--- src/rtl/assert_macros.svh ---
// Assertion macros shared by the matcher RTL.
// Included by modules that carry concurrent checks; no other dependencies.
`ifndef ASSERT_MACROS_SVH
`define ASSERT_MACROS_SVH
`ifndef SYNTH
// Property must hold at every clock edge outside reset.
`define BPNFA_ASSERT(lbl, clk, rstn, prop, msg) \
  lbl: assert property (@(posedge clk) disable iff (!rstn) (prop)) else $error(msg);
// Condition must never be true outside reset.
`define BPNFA_NEVER(lbl, clk, rstn, cond, msg) \
  lbl: assert property (@(posedge clk) disable iff (!rstn) !(cond)) else $error(msg);
`else
`define BPNFA_ASSERT(lbl, clk, rstn, prop, msg)
`define BPNFA_NEVER(lbl, clk, rstn, cond, msg)
`endif
`endif

--- src/rtl/bpnfa_pkg.sv ---
// Shared types and constants for the bit-parallel NFA matcher.
// No dependencies; imported by every RTL file except assert_macros.svh.
package bpnfa_pkg;

  localparam int unsigned IDX_W  = 6;   // node index field
  localparam int unsigned CHAR_W = 8;   // character / text byte
  localparam int unsigned TGT_W  = 64;  // epsilon target mask
  localparam int unsigned POS_W  = 32;  // byte counter
  localparam int unsigned CFG_W  = 7;   // node_count register

  localparam logic [CFG_W-1:0] NODE_COUNT_RST = 7'd64;
  localparam logic [CFG_W-1:0] NODE_COUNT_MIN = 7'd2;

  // node_type codes (type 3 behaves as final)
  localparam logic [1:0] NODE_CHAR  = 2'd0;
  localparam logic [1:0] NODE_EPS   = 2'd1;
  localparam logic [1:0] NODE_FINAL = 2'd2;

  // kind codes
  localparam logic KIND_NODE = 1'b0;
  localparam logic KIND_TEXT = 1'b1;

  typedef enum logic [1:0] {
    ST_IDLE,
    ST_WALK,
    ST_DONE
  } state_e;

  typedef struct packed {
    logic             en;
    logic [IDX_W-1:0] idx;
    logic [1:0]       kind;
    logic [CHAR_W-1:0] chr;
    logic [TGT_W-1:0] targets;
  } node_wr_t;

  typedef struct packed {
    logic in_valid;
    logic in_text;
    logic tail_valid;
    logic out_free;
  } ctrl_stat_t;

  typedef struct packed {
    logic in_ready;
    logic launch;
    logic node_wr;
    logic finish;
    logic load_out;
  } ctrl_cmd_t;

endpackage

--- src/rtl/bpnfa_ctrl.sv ---
// Item sequencer of the matcher: idle, epsilon walk, result hand-off.
// Depends on bpnfa_pkg and assert_macros.svh.
`include "assert_macros.svh"
module bpnfa_ctrl import bpnfa_pkg::*; (
  input  logic       clk_i,
  input  logic       rst_ni,
  input  ctrl_stat_t stat_i,
  output ctrl_cmd_t  cmd_o
);

  state_e state_q, state_d;

  always_ff @(posedge clk_i or negedge rst_ni) begin
    if (!rst_ni) begin
      state_q <= ST_IDLE;
    end else begin
      state_q <= state_d;
    end
  end

  always_comb begin
    state_d = state_q;
    case (state_q)
      ST_IDLE: begin
        if (stat_i.in_valid) begin
          state_d = stat_i.in_text ? ST_WALK : ST_DONE;
        end
      end
      ST_WALK: begin
        if (stat_i.tail_valid) begin
          state_d = ST_DONE;
        end
      end
      ST_DONE: begin
        if (stat_i.out_free) begin
          state_d = ST_IDLE;
        end
      end
      default: state_d = ST_IDLE;
    endcase
  end

  always_comb begin
    cmd_o = '0;
    case (state_q)
      ST_IDLE: begin
        cmd_o.in_ready = 1'b1;
        cmd_o.launch   = stat_i.in_valid && stat_i.in_text;
        cmd_o.node_wr  = stat_i.in_valid && !stat_i.in_text;
      end
      ST_WALK: begin
        cmd_o.finish = stat_i.tail_valid;
      end
      ST_DONE: begin
        cmd_o.load_out = stat_i.out_free;
      end
      default: cmd_o = '0;
    endcase
  end

  `BPNFA_NEVER(a_tail_outside_walk, clk_i, rst_ni, stat_i.tail_valid && (state_q != ST_WALK), "word left chain outside walk")
  `BPNFA_ASSERT(a_walk_exit, clk_i, rst_ni, (state_q == ST_WALK) |=> ((state_q == ST_WALK) || (state_q == ST_DONE)), "walk left to wrong state")
  `BPNFA_ASSERT(a_done_holds, clk_i, rst_ni, ((state_q == ST_DONE) && !stat_i.out_free) |=> (state_q == ST_DONE), "result dropped while output busy")

endmodule

--- config.mk ---
export PLATFORM = sky130hd
export DESIGN_NAME = bpnfa_ctrl
export DESIGN_NICKNAME = d
export VERILOG_FILES = /design/src/rtl/bpnfa_pkg.sv /design/src/rtl/bpnfa_ctrl.sv
export VERILOG_INCLUDE_DIRS = /design/src /design/src/rtl
export SDC_FILE = /design/constraint.sdc
export NUM_CORES = 1
export LEC_CHECK = 0
export CAP_MARGIN = 20
export CORE_AREA = 5 5 42 44
export CTS_CLUSTER_SIZE = 24
export DETAILED_ROUTE_END_ITERATION = 16
export DIE_AREA = 0 0 47 49
export DONT_BUFFER_PORTS = 1
export PLACE_DENSITY = 0.3
export SETUP_SLACK_MARGIN = 0.05
export SLEW_MARGIN = 20
export SYNTH_ARGS = -nofsm -noshare
export SYNTH_HDL_FRONTEND = slang
export SYNTH_SLANG_ARGS = --single-unit
--- constraint.sdc ---
create_clock -name clk_i -period 1.4 [get_ports clk_i]
set_input_delay 0.07 -clock clk_i [delete_from_list [all_inputs] [get_ports clk_i]]
set_output_delay 0.07 -clock clk_i [all_outputs]
set_load 0.05 [all_outputs]
==> results.json <==
{
  "status": "complete, no violations",
  "drt_iter0_markers": 6,
  "syn2layout_area_growth_pct": 93.07,
  "worstPathCellList": "nand2b_1 -> nor2_1 -> buf_4",
  "synth_warnings": 0,
  "grt_max_degree": 7,
  "netlist_instances": 17,
  "drive_above_1_share": 0.4000,
  "critical_path_buf_inv_count": 1,
  "p_sw_uw": 269.0,
  "cts_tree": "done",
  "hold_class": "primary input to flop",
  "overflow": 0,
  "gp_congestion": 0.6434,
  "dp_hpwl_um": 308,
  "setup_viol": 0,
  "finalCritPeriodShare": 0.8688,
  "synth_cell_types": 11,
  "synth_edf_count": 0,
  "hold_viol": 0,
  "detail_route.wirelength_um": 370,
  "rows": 14,
  "grtUsageTotal": 0.03453,
  "yosysSeqAreaShare": 0.3960,
  "worstSetupStartpointType": "flop",
  "dieWidth_um": 47,
  "start_util": 0.09018,
  "clockPowerShare": 0.228,
  "slew_headroom": 0.8261,
  "synth_area_per_cell_sq_um": 7.434,
  "vias": 143,
  "final_core_util": 0.1741,
  "cts.sinks": 2,
  "cts-buffers-inserted": 3,
  "p_leak_nw": 0.1113,
  "htreeDepth": 1,
  "final_max_slew_viol_count": 0,
  "remaining_drc_errors": 0,
  "core_area_sq_um": 1401,
  "insertion_delay_ps": 220,
  "postRouteAntennaNets": 0,
  "reg.largest.list": "state_q x2",
  "synthTopCellsByCount": "5 x nor2_1, 2 x dfrtp_1, 2 x inv_1",
  "vias_per_cell": 3.488,
  "drv_cap": 0,
  "cts_root_buf": "clkbuf_4",
  "internal-power_uw": 288.4,
  "finalPower_uw": 557.4,
  "rsz0062_at_grt": "false",
  "min_period_ps": 1216,
  "boundaryPins": 11,
  "first_global_vias": 122,
  "ys_seq_elements": 2,
  "ys_async_sr_fraction": 1.000,
  "syn_nets": 23,
  "cp_top_family": "flip-flops",
  "clk_pin_slew_ps": 30,
  "fin_area_sq_um": 244.0,
  "grt_first_pass_wirelength_um": 517,
  "netlist_area_sq_um": 126.4,
  "clock_path_buffers": 2,
  "largest_register": "state_q",
  "synth_simple_gate_area_share": 0.3861,
  "cpPeakStageDelay_ps": 440,
  "synth-adder-area-share": 0,
  "p_per_area_nw_per_um2": 2285,
  "ys.flop_type": "dfrtp_1",
  "cp.arrival_ps": 1150,
  "antenna_found_initial": 0,
  "p_seq_frac": 0.214,
  "switching_share": 0.4826,
  "n_fill_cell": 167,
  "synthTopCellsByArea": "dfrtp_1 40%, nor2_1 15%, a221oi_1 6.9%, and3_2 5.9%, inv_1 5.9%",
  "cp.required_ps": 1330,
  "muxShareOfSynthArea": 0,
  "yosys.area.top_type_share": 0.3960,
  "antennaDiodeCount": 0,
  "dieArea_sq_um": 2303,
  "yosysTopAreaCell": "dfrtp_1",
  "placed_cell_area_sq_um": 211.5,
  "wire_per_inst_um": 9.024,
  "clock.fmax_mhz": 822.1,
  "p_comb_frac": 0.558,
  "path_max_fanout": 6,
  "yosysMostFrequentCell": "nor2_1",
  "largest_register_ffs": 2,
  "worst_pin_slew_ps": 262.3,
  "fin_skew_ps": 2.107,
  "ff2ff_setup_slack_ps": 420,
  "ir_drop_uv": 508.5,
  "drtPass1Iterations": 4,
  "critPathKind": "flop to output port",
  "die_y_um": 49,
  "final_net_count": 33,
  "synth_compound_area_frac": 0.1584,
  "port_buffers": 0,
  "end_kind": "output port",
  "cp_slowest_cell": "dfrtp_1",
  "post_cts_buffers": 0,
  "synth_top_family_by_area": "simple AND/OR/NAND/NOR gates",
  "setup_tns_ps": 0,
  "synth_xor_area_frac": 0
}
==> cell families (layout without fill, tap and decap cells) <==
logic type      Yosys count  in the layout
flops                     2              2
buf+inv                   2             10
compound gates            3              3
simple gates             10             10
==> repair_timing <==
action | in CTS | in global routing
endpoints found under the hold margin | 2 | 0
hold buffers | 1 | 0
resized for setup | 0 | 0
==> power by group through the flow <==
stage / Sequential [mW] / Combinational [mW] / Clock [mW]
after floorplan: 0.113 / 0.222 / 0
after global placement: 0.118 / 0.313 / 0
after detailed placement: 0.118 / 0.311 / 0
after CTS: 0.118 / 0.314 / 0.138
after global routing: 0.122 / 0.330 / 0.145
final: 0.119 / 0.311 / 0.127
==> worst reg2reg max path, cell delays in order (launching register included) <==
cell and delay, ps:
dfrtp_1 450, nor2_1 80, a221oi_1 260, a21oi_1 70
==> layout make-up <==
class,instances,area (sq um),share of cell area
inverter,2,7.507,0.03077
tap,16,20.02,0.08205
sequential,2,50.05,0.2051
clock buffer,3,22.52,0.09231
multi-input combinational,13,78.83,0.3231
timing repair buffer,5,65.06,0.2667
==> metal layers <==
metal  vias up  global-route usage  routed length (um)
li1         73                   -                   -
met1        59             0.03524                 152
met2        11             0.03620                 130
met3         0             0.04059                  87
met4         0             0.02765                   0
met5         -                   0                   0
==> per-stage QoR <==
stage | worst slack (ps) | cells | hold WS [ps]
after floorplan | 60.68 | 17 | -225.6
after global placement | 429.8 | 37 | -225.5
after detailed placement | 424.4 | 37 | -225.5
after CTS | 175.4 | 41 | 18.15
after global routing | 120.0 | 41 | 50.91
final | 183.6 | 41 | 24.61
==> layout by cell type, fill, tap and decap left out, drive strengths merged <==
master | synthesis | final
nand2 | 1 | 1
dlygate4sd3 | 0 | 1
inv | 2 | 2
clkbuf | 0 | 3
nor2 | 5 | 5
nand2b | 1 | 1
a31oi | 1 | 1
buf | 0 | 4
a21oi | 1 | 1
dfrtp | 2 | 2
a221oi | 1 | 1
nor2b | 1 | 1
and3 | 2 | 2
==> path summary, 6_finish.rpt <==
check | startpoint | end | cells after the start
worst max-delay path | state_q[1]$_DFFE_PN0P_ | cmd_o[1] | 3
worst min-delay path | stat_i[1] | state_q[1]$_DFFE_PN0P_ | 2
worst max register to register | state_q[1]$_DFFE_PN0P_ | state_q[1]$_DFFE_PN0P_ | 3
worst min register to register | state_q[0]$_DFFE_PN0P_ | state_q[1]$_DFFE_PN0P_ | 1
max in group asynchronous | rst_ni | state_q[0]$_DFFE_PN0P_ | 1
min in group asynchronous | rst_ni | state_q[1]$_DFFE_PN0P_ | 1
(Power assumes the default switching activity.)
