[src/rtl/assert_macros.svh]
// Assertion macros shared by the matcher RTL.
// Included by modules that carry concurrent checks; no other dependencies.
`ifndef ASSERT_MACROS_SVH
`define ASSERT_MACROS_SVH
`ifndef SYNTH
// Property must hold at every clock edge outside reset.
`define BPNFA_ASSERT(lbl, clk, rstn, prop, msg) \
  lbl: assert property (@(posedge clk) disable iff (!rstn) (prop)) else $error(msg);
// Condition must never be true outside reset.
`define BPNFA_NEVER(lbl, clk, rstn, cond, msg) \
  lbl: assert property (@(posedge clk) disable iff (!rstn) !(cond)) else $error(msg);
`else
`define BPNFA_ASSERT(lbl, clk, rstn, prop, msg)
`define BPNFA_NEVER(lbl, clk, rstn, cond, msg)
`endif
`endif

[src/rtl/bpnfa_pkg.sv]
// Shared types and constants for the bit-parallel NFA matcher.
// No dependencies; imported by every RTL file except assert_macros.svh.
package bpnfa_pkg;

  localparam int unsigned IDX_W  = 6;   // node index field
  localparam int unsigned CHAR_W = 8;   // character / text byte
  localparam int unsigned TGT_W  = 64;  // epsilon target mask
  localparam int unsigned POS_W  = 32;  // byte counter
  localparam int unsigned CFG_W  = 7;   // node_count register

  localparam logic [CFG_W-1:0] NODE_COUNT_RST = 7'd64;
  localparam logic [CFG_W-1:0] NODE_COUNT_MIN = 7'd2;

  // node_type codes (type 3 behaves as final)
  localparam logic [1:0] NODE_CHAR  = 2'd0;
  localparam logic [1:0] NODE_EPS   = 2'd1;
  localparam logic [1:0] NODE_FINAL = 2'd2;

  // kind codes
  localparam logic KIND_NODE = 1'b0;
  localparam logic KIND_TEXT = 1'b1;

  typedef enum logic [1:0] {
    ST_IDLE,
    ST_WALK,
    ST_DONE
  } state_e;

  typedef struct packed {
    logic             en;
    logic [IDX_W-1:0] idx;
    logic [1:0]       kind;
    logic [CHAR_W-1:0] chr;
    logic [TGT_W-1:0] targets;
  } node_wr_t;

  typedef struct packed {
    logic in_valid;
    logic in_text;
    logic tail_valid;
    logic out_free;
  } ctrl_stat_t;

  typedef struct packed {
    logic in_ready;
    logic launch;
    logic node_wr;
    logic finish;
    logic load_out;
  } ctrl_cmd_t;

endpackage

[src/rtl/bpnfa_cell.sv]
// One NFA node cell: stores the node and applies its epsilon step to the
// active-set word passing through. Depends on bpnfa_pkg.
module bpnfa_cell import bpnfa_pkg::*; #(
  parameter int unsigned N   = 64,
  parameter int unsigned IDX = 0
) (
  input  logic              clk_i,
  input  logic              rst_ni,
  input  node_wr_t          wr_i,
  input  logic              en_i,
  input  logic [CHAR_W-1:0] byte_i,
  input  logic              v_i,
  input  logic [N-1:0]      s_i,
  output logic              v_o,
  output logic [N-1:0]      s_o,
  output logic              hit_o,
  output logic              nonjump_o
);

  localparam logic [N-1:0]     SELF      = {{(N-1){1'b0}}, 1'b1} << IDX;
  localparam logic [TGT_W-1:0] BIT_ABOVE =
    (IDX + 1 < TGT_W) ? ({{(TGT_W-1){1'b0}}, 1'b1} << (IDX + 1)) : '0;

  logic [1:0]        kind_q;
  logic [CHAR_W-1:0] char_q;
  logic [TGT_W-1:0]  tgt_q;
  logic              v_q;
  logic [N-1:0]      s_q, s_d;
  logic              wr_hit, eps, fire;

  assign wr_hit = wr_i.en && (wr_i.idx == IDX_W'(IDX));
  assign eps    = (kind_q == NODE_EPS) && (|tgt_q);
  assign fire   = en_i && s_i[IDX] && eps;

  // clear own bit, then set targets (a self-target sets it back)
  assign s_d = fire ? ((s_i & ~SELF) | tgt_q[N-1:0]) : s_i;

  always_ff @(posedge clk_i or negedge rst_ni) begin
    if (!rst_ni) begin
      kind_q <= NODE_FINAL;
      v_q    <= 1'b0;
    end else begin
      v_q <= v_i;
      if (wr_hit) begin
        kind_q <= wr_i.kind;
      end
    end
  end

  always_ff @(posedge clk_i) begin
    s_q <= s_d;
    if (wr_hit) begin
      char_q <= wr_i.chr;
      tgt_q  <= wr_i.targets;
    end
  end

  assign v_o       = v_q;
  assign s_o       = s_q;
  assign hit_o     = (kind_q == NODE_CHAR) && (char_q == byte_i);
  assign nonjump_o = !eps || (tgt_q == BIT_ABOVE);

endmodule

[config.mk]
export PLATFORM = sky130hd
export DESIGN_NAME = bpnfa_cell
export DESIGN_NICKNAME = d
export VERILOG_FILES = /design/src/rtl/assert_macros.svh /design/src/rtl/bpnfa_pkg.sv /design/src/rtl/bpnfa_cell.sv
export SDC_FILE = /design/constraint.sdc
export NUM_CORES = 1
export LEC_CHECK = 0
export ABC_AREA = 1
export CORE_UTILIZATION = 40
export CTS_BUF_LIST = sky130_fd_sc_hd__clkbuf_2
export CTS_CLUSTER_SIZE = 20
export DETAILED_ROUTE_END_ITERATION = 6
export DONT_BUFFER_PORTS = 1
export GPL_TIMING_DRIVEN = 0
export HOLD_SLACK_MARGIN = 0.06
export SYNTH_ARGS = -nofsm -noshare
export SYNTH_HDL_FRONTEND = slang
export SYNTH_SLANG_ARGS = --single-unit
[constraint.sdc]
create_clock -name clk_i -period 1.3 [get_ports clk_i]
set_input_delay 0.195 -clock clk_i [delete_from_list [all_inputs] [get_ports clk_i]]
set_output_delay 0.195 -clock clk_i [all_outputs]
set_load 0.02 [all_outputs]
==> reports/qor.csv, run 1 <==
stage,metric,value,unit
die,Starting Density,0.411,
outcome,Stop stage,clock tree synthesis (4_1_cts),
clock_network,Sink Count,139,
yosys,"Warnings, synthesis",0,
die,number of placement rows,40,
clock_network,H-tree depth,4,
yosys,Post-Syn Instances,449,
clock_network,number of buffers created by CTS,17,
placed_design,Post-DP HPWL,7.58,mm
yosys,"Seq/Total Area, Yosys",0.711,
yosys,top cell type's share of synthesized area,0.436,
outcome,Log Error,[ERROR RSZ-0060] Max buffer count reached.,
yosys,syn nets,606,
die,chip width,113,um
yosys,"area leader, netlist",edfxtp_1,
clock_network,clk buf depth,2,
yosys,number of distinct library cells after synthesis,20,
outcome,status,aborted with a tool error,
placed_design,PortBufs,0,
clock_network,CTS hold repair buffers,135,
placed_design,Placer Congestion,0.706,
clock_network,post-CTS sizing,102,
clock_network,Clock Root Buffer,clkbuf_2,
yosys,Synth area leaders,"edfxtp_1, dfxtp_1, nand4_1",
yosys,synthesized cell area,4950,sq um
clock_network,setup bufs post-CTS,16,
die,die height,113,um
yosys,synthesized flop and latch total,139,
die,I/O pins,224,
placed_design,Area after DPL,5220,sq um
yosys,Synth Area per Inst,11.0,sq um
metrics by stage:
step           cells  TNS [ns]  worst slack, ns
2_1_floorplan    449    -44.30           -0.570
3_3_place_gp     617    -96.87            -1.05
3_5_place_dp     618    -43.89           -0.458
cells by family after synthesis:
logic type / Yosys count / share of synthesized area
buf+inv: 88 / 0.0773
xor+xnor: 8 / 0.0141
simple gates: 213 / 0.197
flops: 139 / 0.711
compound gates: 1 / 0.00101
synthesized netlist by cell type:
cell type  instances
nand3_1            2
edfxtp_1          72
inv_1             67
nor3_1             2
nand4_1           65
dfxtp_1           64
nor2_1            47
inv_2              1
nor2_2             1
nand3b_1           1
or2_2              1
nand2_1           94
dfstp_2            1
dfrtp_1            2
buf_6              6
buf_2              6
o21ai_0            1
buf_1              4
clkbuf_1           4
xnor2_1            8
==> run 2: changes to the inputs <==
--- a/config.mk
+++ b/config.mk
@@ -6,13 +6,11 @@
 export NUM_CORES = 1
 export LEC_CHECK = 0
 export ABC_AREA = 1
-export CORE_UTILIZATION = 40
-export CTS_BUF_LIST = sky130_fd_sc_hd__clkbuf_2
-export CTS_CLUSTER_SIZE = 20
+export CORE_UTILIZATION = 25
 export DETAILED_ROUTE_END_ITERATION = 6
 export DONT_BUFFER_PORTS = 1
 export GPL_TIMING_DRIVEN = 0
-export HOLD_SLACK_MARGIN = 0.06
+export PLACE_DENSITY_LB_ADDON = 0.15
 export SYNTH_ARGS = -nofsm -noshare
 export SYNTH_HDL_FRONTEND = slang
 export SYNTH_SLANG_ARGS = --single-unit
==> constraint.sdc (replaced) <==
create_clock -name clk_i -period 1.7 [get_ports clk_i]
set_input_delay 0.255 -clock clk_i [delete_from_list [all_inputs] [get_ports clk_i]]
set_output_delay 0.255 -clock clk_i [all_outputs]
set_load 0.02 [all_outputs]
==> run 2 against run 1 <==
Compared with the run above: the flow now finishes, with violations (negative setup slack); synthesized cell count unchanged; synthesized area is the same.
==> reports/qor.csv, run 2 <==
stage,metric,value,unit,change
outcome,status,"complete, but fails checks",,was aborted with a tool error
outcome,failing checks,negative setup slack,,
yosys,ys async rst share,0.0216,,unchanged
die,chip width,143,um,was 113 um
clock_network,clock latency on the worst-skew pair,0.41,ns,
yosys,Post-Syn Instances,449,,unchanged
die,number of placement rows,51,,was 40
yosys,number of distinct library cells after synthesis,20,,unchanged
finish,Antenna Cells,0,,
yosys,top cell type's share of synthesized area,0.436,,unchanged
worst_setup_path,WP data required,1.44,ns,
placed_design,PortBufs,0,,unchanged
worst_setup_path,CP bufs+invs,1,,
yosys,Synth area leaders,"edfxtp_1, dfxtp_1, nand4_1",,unchanged
clock_network,Sink Count,139,,unchanged
drt,DR vias/cell,4.14,,
grt,number of antenna violations at the first check in global routing,0,,
yosys,synthesized flop and latch total,139,,unchanged
worst_setup_path,"Worst Path Class, Setup",flop to primary output,,
worst_setup_path,Worst path slowest cell,edfxtp_1,,
clock_network,CTS tree,done,,
timing,Slew headroom,0.657,,
timing,Setup Skew,0.00747,ns,
placed_design,Area after DPL,5340,sq um,was 5220 sq um
worst_setup_path,peak fanout along the critical path,2,,
clock_network,number of buffers created by CTS,17,,unchanged
grt,largest net degree at the start of global routing,34,,
job,max cap viols,0,,
timing,Setup TNS Final,-1.69,ns,
drt,1st-iter DRT viols,92,,
placed_design,Post-DP HPWL,8.83,mm,was 7.58 mm
finish,FILL cells,1926,,
timing,worst setup margin,-0.250,ns,
yosys,top_reg_cell synth,edfxtp_1,,unchanged
worst_setup_path,"Cell Chain, Critical Path",nor2_2 > nand2_1 > nor2_1 > nand2_1 > nor2_2 > nand2_2 > buf_6 > nand3_4,,
timing,endpoints failing hold,0,,
timing,RSZ-0062 raised after global routing,true,,
min_path,worst min-delay path class,input port to flop,,
worst_setup_path,"CP delay by family, top",simple AND/OR/NAND/NOR gates,,
die,Die Footprint,20400,sq um,
finish,fin nets,782,,
timing,post-layout minimum cycle time,1.95,ns,
yosys,Synth Area per Inst,11.0,sq um,unchanged
yosys,"top cells by count, synth","nand2_1, edfxtp_1, inv_1",,unchanged
timing,final period utilization,1.15,,
clock_network,H-tree depth,4,,unchanged
worst_setup_path,crit end category,primary output,,
grt,vias in the first global route,3940,,
worst_setup_path,CP Data Arrival Time,1.70,ns,
finish,synth-to-layout area growth,52.4,%,
finish,"leading cell types in the layout, fill and taps excluded","dlygate4sd3_1, nand2_1, edfxtp_1",,
yosys,synthesized cell area,4950,sq um,unchanged
die,CORE AREA,19500,sq um,
timing,Max Slew Vio Count,0,,
yosys,"area leader, netlist",edfxtp_1,,unchanged
drt,WL final,13.0,mm,
drt,vias,3738,,
finish,"commonest non-fill, non-tap cell in the layout",dlygate4sd3_1,,
die,I/O pins,224,,unchanged
yosys,"Seq/Total Area, Yosys",0.711,,unchanged
grt,wire length of the first global-routing pass,19.8,mm,
worst_setup_path,"slowest stage delay, CP",0.40,ns,
placed_design,Placer Congestion,0.673,,was 0.706
yosys,"Warnings, synthesis",0,,unchanged
finish,Final Cell Area,7550,sq um,
yosys,syn nets,606,,unchanged
timing,"Setup violations, final",52,,
drt,drc violations,0,,
clock_network,clk buf depth,2,,unchanged
clock_network,clock slew seen by the registers of the worst setup and hold paths,0.06,ns,
timing,worst slew pin tran,0.515,ns,
drt,Pre-antenna DRT Iters,4,,
drt,drt wl/cell,14.4,um,
grt,grt total ovfl,0,,
timing,highest clock rate,513,MHz,
die,Starting Density,0.255,,was 0.411
pwr,Leakage,3.07,nW,
pwr,worst vdd ir,0.000616,V,
finish,share of cells above drive strength 1,0.122,,
grt,All-Layer GR Usage,0.131,,
yosys,most numerous cell in the Yosys netlist,nand2_1,,unchanged
placed_design,Placement Setup Slack,-0.134,ns,was -0.458 ns
clock_network,Clock Root Buffer,clkbuf_16,,was clkbuf_2
drt,ANT nets after route,0,,
worst_setup_path,crit start category,flop,,
pwr,Pwr Density,1060,nW/um^2,
die,die height,143,um,was 113 um
yosys,Post-synth EDFFs,72,,unchanged
==> run 2: worst reg2reg max path: stages (launching register included) <==
cell and delay, ns:
edfxtp_1 0.40, nor2_2 0.12, nand2_1 0.05, nor2_1 0.12
nand2_1 0.10, nor2_2 0.17, nand2_2 0.09, buf_4 0.15
buf_12 0.15, buf_8 0.14, nand4_1 0.10, nand2_1 0.06
==> run 2: logic make-up after synthesis <==
kind of cell | synth area share
DFF | 0.711
buffers and inverters | 0.0773
AOI/OAI and AO/OA | 0.00101
xor gates and xnor gates | 0.0141
and+or+nand+nor | 0.197
==> run 2: per-layer routing <==
| layer | vias to the layer above | wire [um] | share of wire | GRT usage |
|---|---|---|---|---|
| met4 | 0 | 226 | 0.017 | 0.0662 |
| met3 | 15 | 730 | 0.056 | 0.0386 |
| met1 | 1753 | 5370 | 0.41 | 0.143 |
| met2 | 132 | 6640 | 0.51 | 0.232 |
| met5 | - | 0 | 0 | 0 |
| li1 | 1838 | - | - | - |
==> run 2: area by class of cell <==
type	instances	area, sq um	share of cell area
sequential	139	3520	0.466
timing repair buffer	157	1600	0.212
multi-input combinational	222	1110	0.147
clock buffer	21	472	0.0625
tap	265	332	0.0439
inverter	68	259	0.0343
buffer	20	163	0.0216
clock inverter	11	93.8	0.0124
==> run 2: power breakdown <==
| part | total (mW) | switching (mW) | internal [mW] |
|---|---|---|---|
| combinational | 0.655 | 0.323 | 0.332 |
| sequential | 3.81 | 0.166 | 3.64 |
| clock | 3.54 | 1.41 | 2.13 |
| total | 8.01 | 1.90 | 6.10 |
==> run 2: repair_timing <==
action,4_1_cts,5_1_grt
hold buffers,140,0
pin swaps,9,17
endpoints found under the hold margin,142,0
resized for setup,11,15
setup endpoints to repair,52,62
cloned,0,3
setup buffers,4,8
==> run 2: worst paths after layout <==
check                      startpoint        end  slack, ns  depth (start not counted)
min in group asynchronous      rst_ni        v_o       0.10                          1
setup reg to reg            tgt_q[60]    s_o[32]      -0.06                         11
hold / removal               wr_i[80]  kind_q[1]       0.05                          3
max in group asynchronous      rst_ni  kind_q[1]       1.38                          1
hold reg to reg             kind_q[1]  kind_q[1]       0.48                          2
setup / recovery            tgt_q[60]  nonjump_o      -0.25                          8
==> run 2: per-stage QoR <==
stage / total power, mW / hold slack [ns] / util / std cells
final: 8.01 / 0.0478 / 0.388 / 903
after global routing: 8.36 / 0.0484 / 0.388 / 903
after floorplan: 4.14 / -0.0406 / - / 449
after global placement: 4.26 / -0.0405 / 0.272 / 714
after detailed placement: 4.26 / -0.0405 / 0.274 / 716
after CTS: 8.13 / 0.0267 / 0.379 / 892
(Power assumes the default switching activity.)
